`config.mk`:
```
export PLATFORM = sky130hd
export DESIGN_NAME = prime_factorizer_top_flat
export DESIGN_NICKNAME = d
export VERILOG_FILES = /design/src/hdl/pf_pkg.sv /design/src/hdl/pf_if.sv /design/src/hdl/prime_factorizer_top.sv /design/src/hdl/pf_divider.sv /design/src/flat_wrapper.sv
export SDC_FILE = /design/constraint.sdc
export NUM_CORES = 1
export LEC_CHECK = 0
export BUFFER_PORTS_ARGS = -buffer_cell sky130_fd_sc_hd__buf_2
export CELL_PAD_IN_SITES_DETAIL_PLACEMENT = 1
export CELL_PAD_IN_SITES_GLOBAL_PLACEMENT = 1
export CORE_UTILIZATION = 48
export CTS_CLUSTER_SIZE = 14
export DETAILED_ROUTE_END_ITERATION = 6
export GPL_TIMING_DRIVEN = 0
export PLACE_DENSITY = 0.86
export RECOVER_POWER = 50
export SLEW_MARGIN = 20
export SYNTH_ARGS = -nofsm -noshare
export SYNTH_HDL_FRONTEND = slang
export SYNTH_HIERARCHICAL = 1
export SYNTH_SLANG_ARGS = --single-unit
export TNS_END_PERCENT = 100
```
`constraint.sdc`:
```
create_clock -name clk -period 3.8 [get_ports clk]
set_clock_uncertainty 0.15 [all_clocks]
set_input_delay 0 -clock clk [delete_from_list [all_inputs] [get_ports clk]]
set_output_delay 0 -clock clk [all_outputs]
set_load 0.05 [all_outputs]
```
`src/hdl/pf_pkg.sv`:
```
// ----------------------------------------------------------------------------
// Prime factoriser package
// Sequencer state encoding, divider status bundle and fixed trial constants.
// ----------------------------------------------------------------------------
package pf_pkg;

    // Sequencer states
    typedef enum logic [1:0] {
        ST_IDLE,
        ST_START,
        ST_WAIT,
        ST_EMIT
    } pf_state_t;

    // Status from the shared divider back to the sequencer
    typedef struct packed {
        logic busy;
        logic done;
    } pf_div_stat_t;

    // First trial divisor, and the stride over odd candidates after it
    localparam int unsigned FIRST_DIVISOR = 2;
    localparam int unsigned ODD_STEP      = 2;

endpackage

```
`src/hdl/pf_if.sv`:
```
// ----------------------------------------------------------------------------
// Prime factoriser stream interfaces
// Valid/ready channels for the input number and for the factor results.
// ----------------------------------------------------------------------------
interface pf_in_if #(
    parameter int WIDTH = 16
);
    logic             valid;
    logic             ready;
    logic [WIDTH-1:0] number;

    modport source (output valid, output number, input ready);
    modport sink   (input valid, input number, output ready);
endinterface

interface pf_out_if #(
    parameter int WIDTH = 16
);
    logic             valid;
    logic             ready;
    logic [WIDTH-1:0] factor;
    logic             input_is_prime;
    logic             last;

    modport source (output valid, output factor, output input_is_prime, output last,
                    input ready);
    modport sink   (input valid, input factor, input input_is_prime, input last,
                    output ready);
endinterface

```
`src/hdl/prime_factorizer_top.sv`:
```
// Inputs 0 and 1 skip the trial loop and give their single word.
// Other inputs run about (sqrt(n)/2 + k + 1) divisions on the bit-serial
// divider (k = number of prime factors). Factors then leave one word a
// cycle while the receiver is ready. One number is handled at a time; the
// next is taken once the last word is loaded. Reset is asynchronous and
// clears control state only.
// ----------------------------------------------------------------------------
// Prime factoriser top level
// Trial division by 2 and odd candidates on a shared divider; factors are
// stacked and returned largest first with a prime flag and a last mark.
// ----------------------------------------------------------------------------
module prime_factorizer_top
    import pf_pkg::*;
#(
    parameter int WIDTH       = 16,
    parameter int MAX_FACTORS = 16
) (
    input logic         clk,
    input logic         rst_n,
    pf_in_if.sink       number_ch,
    pf_out_if.source    factor_ch
);

    localparam int SP_W  = $clog2(WIDTH + 1);
    localparam int IDX_W = $clog2(WIDTH);
    localparam int EC_W  = $clog2(MAX_FACTORS + 1);

    pf_state_t        state_reg, state_next;
    logic [WIDTH-1:0] v_reg, v_next;
    logic [WIDTH-1:0] d_reg, d_next;
    logic [SP_W-1:0]  sp_reg, sp_next;
    logic [EC_W-1:0]  emit_cnt_reg, emit_cnt_next;
    logic             prime_reg, prime_next;
    logic [WIDTH-1:0] stack_reg [WIDTH];

    logic             out_valid_reg, out_valid_next;
    logic [WIDTH-1:0] factor_reg, factor_next;
    logic             out_prime_reg, out_prime_next;
    logic             last_reg, last_next;

    logic             div_start;
    logic [WIDTH-1:0] div_q;
    logic [WIDTH-1:0] div_r;
    pf_div_stat_t     div_stat;

    logic             accept;
    logic             trial_end;
    logic             v_gt1;
    logic             pop;
    logic             pop_last;
    logic             push_en;
    logic [WIDTH-1:0] push_val;

    // Shared divider: v / d each trial
    pf_divider #(
        .WIDTH (WIDTH)
    ) u_divider (
        .clk       (clk),
        .rst_n     (rst_n),
        .start     (div_start),
        .dividend  (v_reg),
        .divisor   (d_reg),
        .quotient  (div_q),
        .remainder (div_r),
        .stat      (div_stat)
    );

    // Trial loop ends once d exceeds v / d, i.e. d * d > v
    assign accept    = number_ch.valid && number_ch.ready;
    assign trial_end = d_reg > div_q;
    assign v_gt1     = v_reg > WIDTH'(1);

    // Pop when the output register is free or being drained
    assign pop      = (state_reg == ST_EMIT) && (!out_valid_reg || factor_ch.ready);
    assign pop_last = (sp_reg == SP_W'(1)) || (emit_cnt_reg == EC_W'(MAX_FACTORS - 1));

    // Next state
    always_comb
    begin
        state_next = state_reg;
        unique case (state_reg)
            ST_IDLE:
            begin
                if (number_ch.valid)
                    state_next = (number_ch.number <= WIDTH'(1)) ? ST_EMIT : ST_START;
            end
            ST_START:
            begin
                state_next = ST_WAIT;
            end
            ST_WAIT:
            begin
                if (div_stat.done)
                    state_next = trial_end ? ST_EMIT : ST_START;
            end
            ST_EMIT:
            begin
                if (pop && pop_last)
                    state_next = ST_IDLE;
            end
            default:
            begin
                state_next = ST_IDLE;
            end
        endcase
    end

    // State-decoded outputs
    always_comb
    begin
        number_ch.ready = (state_reg == ST_IDLE);
        div_start       = (state_reg == ST_START);
    end

    // Datapath: operand, divisor, factor stack and output word
    always_comb
    begin
        v_next         = v_reg;
        d_next         = d_reg;
        sp_next        = sp_reg;
        emit_cnt_next  = emit_cnt_reg;
        prime_next     = prime_reg;
        push_en        = 1'b0;
        push_val       = v_reg;
        factor_next    = factor_reg;
        out_prime_next = out_prime_reg;
        last_next      = last_reg;
        out_valid_next = out_valid_reg && !factor_ch.ready;

        if (accept)
        begin
            v_next        = number_ch.number;
            d_next        = WIDTH'(FIRST_DIVISOR);
            sp_next       = '0;
            emit_cnt_next = '0;
            // zero and one skip the trial loop: stack the value itself
            if (number_ch.number <= WIDTH'(1))
            begin
                push_en    = 1'b1;
                push_val   = number_ch.number;
                sp_next    = SP_W'(1);
                prime_next = number_ch.number[0];
            end
        end
        else if ((state_reg == ST_WAIT) && div_stat.done)
        begin
            if (trial_end)
            begin
                // what is left over is prime
                push_en    = v_gt1;
                push_val   = v_reg;
                sp_next    = sp_reg + SP_W'(v_gt1);
                prime_next = ((sp_reg == '0) && v_gt1) || ((sp_reg == SP_W'(1)) && !v_gt1);
            end
            else if (div_r == '0)
            begin
                push_en  = 1'b1;
                push_val = d_reg;
                sp_next  = sp_reg + 1'b1;
                v_next   = div_q;
            end
            else
            begin
                d_next = (d_reg == WIDTH'(FIRST_DIVISOR)) ? WIDTH'(FIRST_DIVISOR + 1)
                                                          : d_reg + WIDTH'(ODD_STEP);
            end
        end

        if (pop)
        begin
            // stack is left empty after the final word, also when the limit cuts it short
            sp_next        = pop_last ? '0 : sp_reg - 1'b1;
            emit_cnt_next  = emit_cnt_reg + 1'b1;
            factor_next    = stack_reg[IDX_W'(sp_reg - 1'b1)];
            out_prime_next = prime_reg;
            last_next      = pop_last;
            out_valid_next = 1'b1;
        end
    end

    // Control registers
    always_ff @(posedge clk or negedge rst_n)
    begin
        if (!rst_n)
        begin
            state_reg     <= ST_IDLE;
            sp_reg        <= '0;
            emit_cnt_reg  <= '0;
            out_valid_reg <= 1'b0;
        end
        else
        begin
            state_reg     <= state_next;
            sp_reg        <= sp_next;
            emit_cnt_reg  <= emit_cnt_next;
            out_valid_reg <= out_valid_next;
        end
    end

    // Payload registers, no reset
    always_ff @(posedge clk)
    begin
        v_reg         <= v_next;
        d_reg         <= d_next;
        prime_reg     <= prime_next;
        factor_reg    <= factor_next;
        out_prime_reg <= out_prime_next;
        last_reg      <= last_next;
    end

    // Factor stack, ascending from the bottom
    always_ff @(posedge clk)
    begin
        if (push_en)
            stack_reg[sp_reg[IDX_W-1:0]] <= push_val;
    end

    assign factor_ch.valid          = out_valid_reg;
    assign factor_ch.factor         = factor_reg;
    assign factor_ch.input_is_prime = out_prime_reg;
    assign factor_ch.last           = last_reg;

    // Stack depth is bounded by the operand width
    a_stack_bound: assert property (@(posedge clk) disable iff (!rst_n)
        sp_reg <= SP_W'(WIDTH))
        else $error("factor stack overflow");

    // Never more words than the factor limit for one number
    a_emit_bound: assert property (@(posedge clk) disable iff (!rst_n)
        emit_cnt_reg <= EC_W'(MAX_FACTORS))
        else $error("too many factors emitted");

    // Divider results only arrive while the sequencer waits for them
    a_div_sync: assert property (@(posedge clk) disable iff (!rst_n)
        div_stat.done |-> (state_reg == ST_WAIT))
        else $error("divider result outside wait state");

    // Final word is presented marked and the block is free again
    a_last_word: assert property (@(posedge clk) disable iff (!rst_n)
        (pop && pop_last) |=> (number_ch.ready && factor_ch.valid && factor_ch.last))
        else $error("final word not marked");

    // Only one number in flight
    a_one_item: assert property (@(posedge clk) disable iff (!rst_n)
        accept |=> !number_ch.ready)
        else $error("second number taken while busy");

endmodule

```
`src/hdl/pf_divider.sv`:
```
// ----------------------------------------------------------------------------
// Prime factoriser divider
// Restoring divider, one quotient bit per cycle.
// ----------------------------------------------------------------------------
module pf_divider
    import pf_pkg::*;
#(
    parameter int WIDTH = 16
) (
    input  logic             clk,
    input  logic             rst_n,
    input  logic             start,
    input  logic [WIDTH-1:0] dividend,
    input  logic [WIDTH-1:0] divisor,
    output logic [WIDTH-1:0] quotient,
    output logic [WIDTH-1:0] remainder,
    output pf_div_stat_t     stat
);

    localparam int CNT_W = $clog2(WIDTH);

    logic             busy_reg, busy_next;
    logic             done_reg, done_next;
    logic [CNT_W-1:0] cnt_reg, cnt_next;
    logic [WIDTH-1:0] rem_reg, rem_next;
    logic [WIDTH-1:0] quo_reg, quo_next;
    logic [WIDTH-1:0] dsr_reg, dsr_next;

    logic [WIDTH:0]   trial;
    logic [WIDTH:0]   diff;
    logic             fits;

    // Shift in the next dividend bit and try the subtraction
    assign trial = {rem_reg, quo_reg[WIDTH-1]};
    assign diff  = trial - {1'b0, dsr_reg};
    assign fits  = ~diff[WIDTH];

    // Iteration control and datapath
    always_comb
    begin
        busy_next = busy_reg;
        done_next = 1'b0;
        cnt_next  = cnt_reg;
        rem_next  = rem_reg;
        quo_next  = quo_reg;
        dsr_next  = dsr_reg;
        if (start)
        begin
            busy_next = 1'b1;
            cnt_next  = CNT_W'(WIDTH - 1);
            rem_next  = '0;
            quo_next  = dividend;
            dsr_next  = divisor;
        end
        else if (busy_reg)
        begin
            rem_next = fits ? diff[WIDTH-1:0] : trial[WIDTH-1:0];
            quo_next = {quo_reg[WIDTH-2:0], fits};
            if (cnt_reg == '0)
            begin
                busy_next = 1'b0;
                done_next = 1'b1;
            end
            else
            begin
                cnt_next = cnt_reg - 1'b1;
            end
        end
    end

    always_ff @(posedge clk or negedge rst_n)
    begin
        if (!rst_n)
        begin
            busy_reg <= 1'b0;
            done_reg <= 1'b0;
            cnt_reg  <= '0;
        end
        else
        begin
            busy_reg <= busy_next;
            done_reg <= done_next;
            cnt_reg  <= cnt_next;
        end
    end

    // Operand and result registers, no reset
    always_ff @(posedge clk)
    begin
        rem_reg <= rem_next;
        quo_reg <= quo_next;
        dsr_reg <= dsr_next;
    end

    assign quotient  = quo_reg;
    assign remainder = rem_reg;
    assign stat.busy = busy_reg;
    assign stat.done = done_reg;

    // A started division is under way on the next cycle
    a_start_busy: assert property (@(posedge clk) disable iff (!rst_n)
        start |=> busy_reg)
        else $error("divider not busy after start");

    // Completion is a single-cycle strobe after the run has ended
    a_done_pulse: assert property (@(posedge clk) disable iff (!rst_n)
        done_reg |-> !busy_reg ##1 !done_reg)
        else $error("divider done strobe malformed");

endmodule

```
`src/flat_wrapper.sv`:
```
// flat-port wrapper written by rule: the top's interface ports become plain ports
module prime_factorizer_top_flat import pf_pkg::*;
#(
    parameter int WIDTH       = 16,
    parameter int MAX_FACTORS = 16
)
  (clk, rst_n, number_ch_valid, number_ch_number, number_ch_ready, factor_ch_valid, factor_ch_factor, factor_ch_input_is_prime, factor_ch_last, factor_ch_ready);
  pf_in_if #(.WIDTH(WIDTH)) number_ch_i ();
  pf_out_if #(.WIDTH(WIDTH)) factor_ch_i ();
  input logic clk;
  input logic rst_n;
  input wire logic [$bits(number_ch_i.valid)-1:0] number_ch_valid;
  input wire logic [$bits(number_ch_i.number)-1:0] number_ch_number;
  output wire logic [$bits(number_ch_i.ready)-1:0] number_ch_ready;
  output wire logic [$bits(factor_ch_i.valid)-1:0] factor_ch_valid;
  output wire logic [$bits(factor_ch_i.factor)-1:0] factor_ch_factor;
  output wire logic [$bits(factor_ch_i.input_is_prime)-1:0] factor_ch_input_is_prime;
  output wire logic [$bits(factor_ch_i.last)-1:0] factor_ch_last;
  input wire logic [$bits(factor_ch_i.ready)-1:0] factor_ch_ready;
  assign number_ch_i.valid = number_ch_valid;
  assign number_ch_i.number = number_ch_number;
  assign number_ch_ready = number_ch_i.ready;
  assign factor_ch_valid = factor_ch_i.valid;
  assign factor_ch_factor = factor_ch_i.factor;
  assign factor_ch_input_is_prime = factor_ch_i.input_is_prime;
  assign factor_ch_last = factor_ch_i.last;
  assign factor_ch_i.ready = factor_ch_ready;
  prime_factorizer_top #(.WIDTH(WIDTH), .MAX_FACTORS(MAX_FACTORS)) u_core (.clk(clk), .rst_n(rst_n), .number_ch(number_ch_i), .factor_ch(factor_ch_i));
endmodule
```
==> flow_summary.json <==
{
  "status": "finished clean",
  "power_frac_seq": 0.364,
  "setup_viol": 0,
  "synth_area_sq_mm": 0.01644,
  "numCtsBuffers": 39,
  "critPathBufInv": 6,
  "layout.nets": 1258,
  "core_area_sq_mm": 0.03362,
  "required_ps": 3920,
  "dr.pass1.iters": 6,
  "final_area_sq_mm": 0.01910,
  "p_sw_frac": 0.3660,
  "cts.sinks": 374,
  "drtIter0Drc": 852,
  "fin_crit_sh": 0.9785,
  "crit_path_frequent_cell": "mux4_2",
  "synth_warnings": 6,
  "drv_cap": 0,
  "dieWidth_microns": 187.1,
  "worst_slack_ps": 81.70,
  "die_h_microns": 187.1,
  "grtUsageTotal": 0.2633,
  "dp_slack_ps": -1392,
  "max_slew.worst_pin.slew_ps": 1151,
  "clockBufferDepth": 3,
  "leakage_nw": 6.703,
  "syn-num-nets": 1131,
  "cts-htree-levels": 2,
  "cts_tree": "yes",
  "drive_gt1_frac": 0.2106,
  "num_vias": 10292,
  "pwr-share-clk": 0.236,
  "clk_root_buffer_cell": "clkbuf_16",
  "cp_top_family": "buffers and inverters",
  "drc": 0,
  "holdWs_ps": 188.4,
  "place_area_sq_mm": 0.01721,
  "antenna_found_initial": 0,
  "clk_latency_ps": 550,
  "detailed_place_hpwl_microns": 27700,
  "worstHoldPathType": "primary input to flip-flop",
  "initial_core_util": 0.4891,
  "max_slew_margin": 0.2279,
  "p_comb_frac": 0.400,
  "io_buffer_count": 39,
  "antenna_cells": 0,
  "cp.arrival_ps": 3840,
  "grt_overflow": 0,
  "startpoint_type": "flip-flop",
  "crit_path_top_delay_cell": "mux4_2",
  "finalWirelength_microns": 45880,
  "crit_type": "flip-flop to flip-flop",
  "power_density_mw_per_mm2": 811.0,
  "syn2layout_area_growth_pct": 16.19,
  "grt_pass1_wl_microns": 68000,
  "finalNonFillerCells": 1673,
  "path_clk_slew_ps": 60,
  "crit_fanout": 10,
  "clock.fmax_mhz": 268.9,
  "largest_reg_flops": 256,
  "hold_viol": 0,
  "grt_pass1_vias": 11015,
  "post-route-util": 0.5683,
  "die_area_sq_mm": 0.03500,
  "place_congestion": 0.8363,
  "grt_max_degree": 23,
  "slew_viol_final": 0,
  "fp-row-count": 67,
  "irDropWorstVdd_v": 0.0004431,
  "intPower_mw": 9.822,
  "synth_cells": 1067,
  "period_needed_ps": 3718,
  "drtAntennaViolNets": 0,
  "fin_tns_setup_ps": 0,
  "crit_path_end_kind": "flip-flop",
  "cp_cell_sequence": "clkbuf_1 -> buf_4 -> buf_6 -> inv_1 -> ha_1 -> buf_2 -> clkbuf_4 -> mux4_2 -> mux4_2",
  "pin_count": 40,
  "dp_cells": 1554,
  "switchingPower_mw": 5.671,
  "total_power_mw": 15.49,
  "synth.avg_cell_area_sq_um": 15.41,
  "wl_per_cell_microns": 27.42,
  "viasPerCell": 6.152,
  "max_stage_delay_ps": 530
}
-- what timing repair did --
action | CTS | global route
hold buffers | 22 | 0
pin swaps | 7 | 2
hold endpoints to repair | 59 | 0
setup buffers | 16 | 9
setup endpoints to repair | 417 | 451
gates resized for setup | 57 | 10
-- worst paths after layout --
| check | startpoint | end | slack (ps) | depth (start not counted) |
|---|---|---|---|---|
| setup / recovery | u_core/sp_reg[0]$_DFFE_PN0P_ | u_core/factor_ch.factor[14]$_DFFE_PP_ | 80 | 9 |
| hold / removal | number_ch_number[5] | u_core/v_reg[5]$_DFFE_PP_ | 190 | 4 |
| setup reg to reg | u_core/sp_reg[0]$_DFFE_PN0P_ | u_core/factor_ch.factor[14]$_DFFE_PP_ | 80 | 9 |
| hold reg to reg | u_core/emit_cnt_reg[3]$_DFFE_PN0P_ | u_core/emit_cnt_reg[3]$_DFFE_PN0P_ | 350 | 1 |
| max in group asynchronous | rst_n | u_core/sp_reg[1]$_DFFE_PN0P_ | 2420 | 3 |
| min in group asynchronous | rst_n | u_core/u_divider/cnt_reg[0]$_DFFE_PN0P_ | 520 | 3 |
-- layout by cell type, fill, tap and decap left out, types with 5 or more instances in the layout --
master,n
a211oi_1,10
a21o_1,9
a21oi_1,31
a31oi_1,7
and3_1,5
and3_2,6
and3_4,10
buf_12,15
buf_2,19
buf_4,14
clkbuf_1,56
clkbuf_16,39
clkbuf_2,5
clkinv_1,12
clkinv_2,8
dfrtp_1,19
dfxtp_1,31
dlygate4sd3_1,22
edfxtp_1,323
ha_1,43
inv_1,45
mux2_2,14
mux2i_1,12
mux4_2,80
nand2_1,101
nand2_2,11
nand2b_1,7
nand3_1,38
nand4_1,6
nor2_1,33
nor2b_1,7
nor3_1,8
nor4_1,20
o21ai_0,41
o22ai_1,5
or3_1,5
xnor2_1,8
xor2_1,5
-- cell type report --
cell class | count | area (sq um)
Tap cell | 448 | 560.5
Clock inverter | 24 | 190.2
Buffer | 44 | 231.5
Fill cell | 3166 | 14510
Multi-Input combinational cell | 603 | 5361
Clock buffer | 48 | 1010
Inverter | 46 | 172.7
Sequential cell | 374 | 10820
Timing Repair Buffer | 86 | 760.7
-- power by group through the flow --
stage	clock [mW]	sequential, mW	combinational (mW)
after floorplan	0	5.88	4.09
after global placement	0	5.68	5.73
after detailed placement	0	5.70	6.02
after CTS	3.68	5.63	6.21
after global routing	3.83	5.69	6.63
final	3.65	5.64	6.20
-- layer usage --
metal	routed length, microns	GRT usage	vias to the layer above
met5	0	0	-
li1	-	-	4456
met3	2688	0.03602	112
met1	17330	0.3223	5278
met4	1779	0.1037	0
met2	24080	0.4713	446
-- worst reg2reg max path: stages (launching register included) --
cell	delay, ps
dfrtp_1	430
clkbuf_1	260
buf_4	320
buf_6	270
inv_1	140
ha_1	340
buf_2	300
clkbuf_4	360
mux4_2	360
mux4_2	530
(Power assumes the default switching activity.)
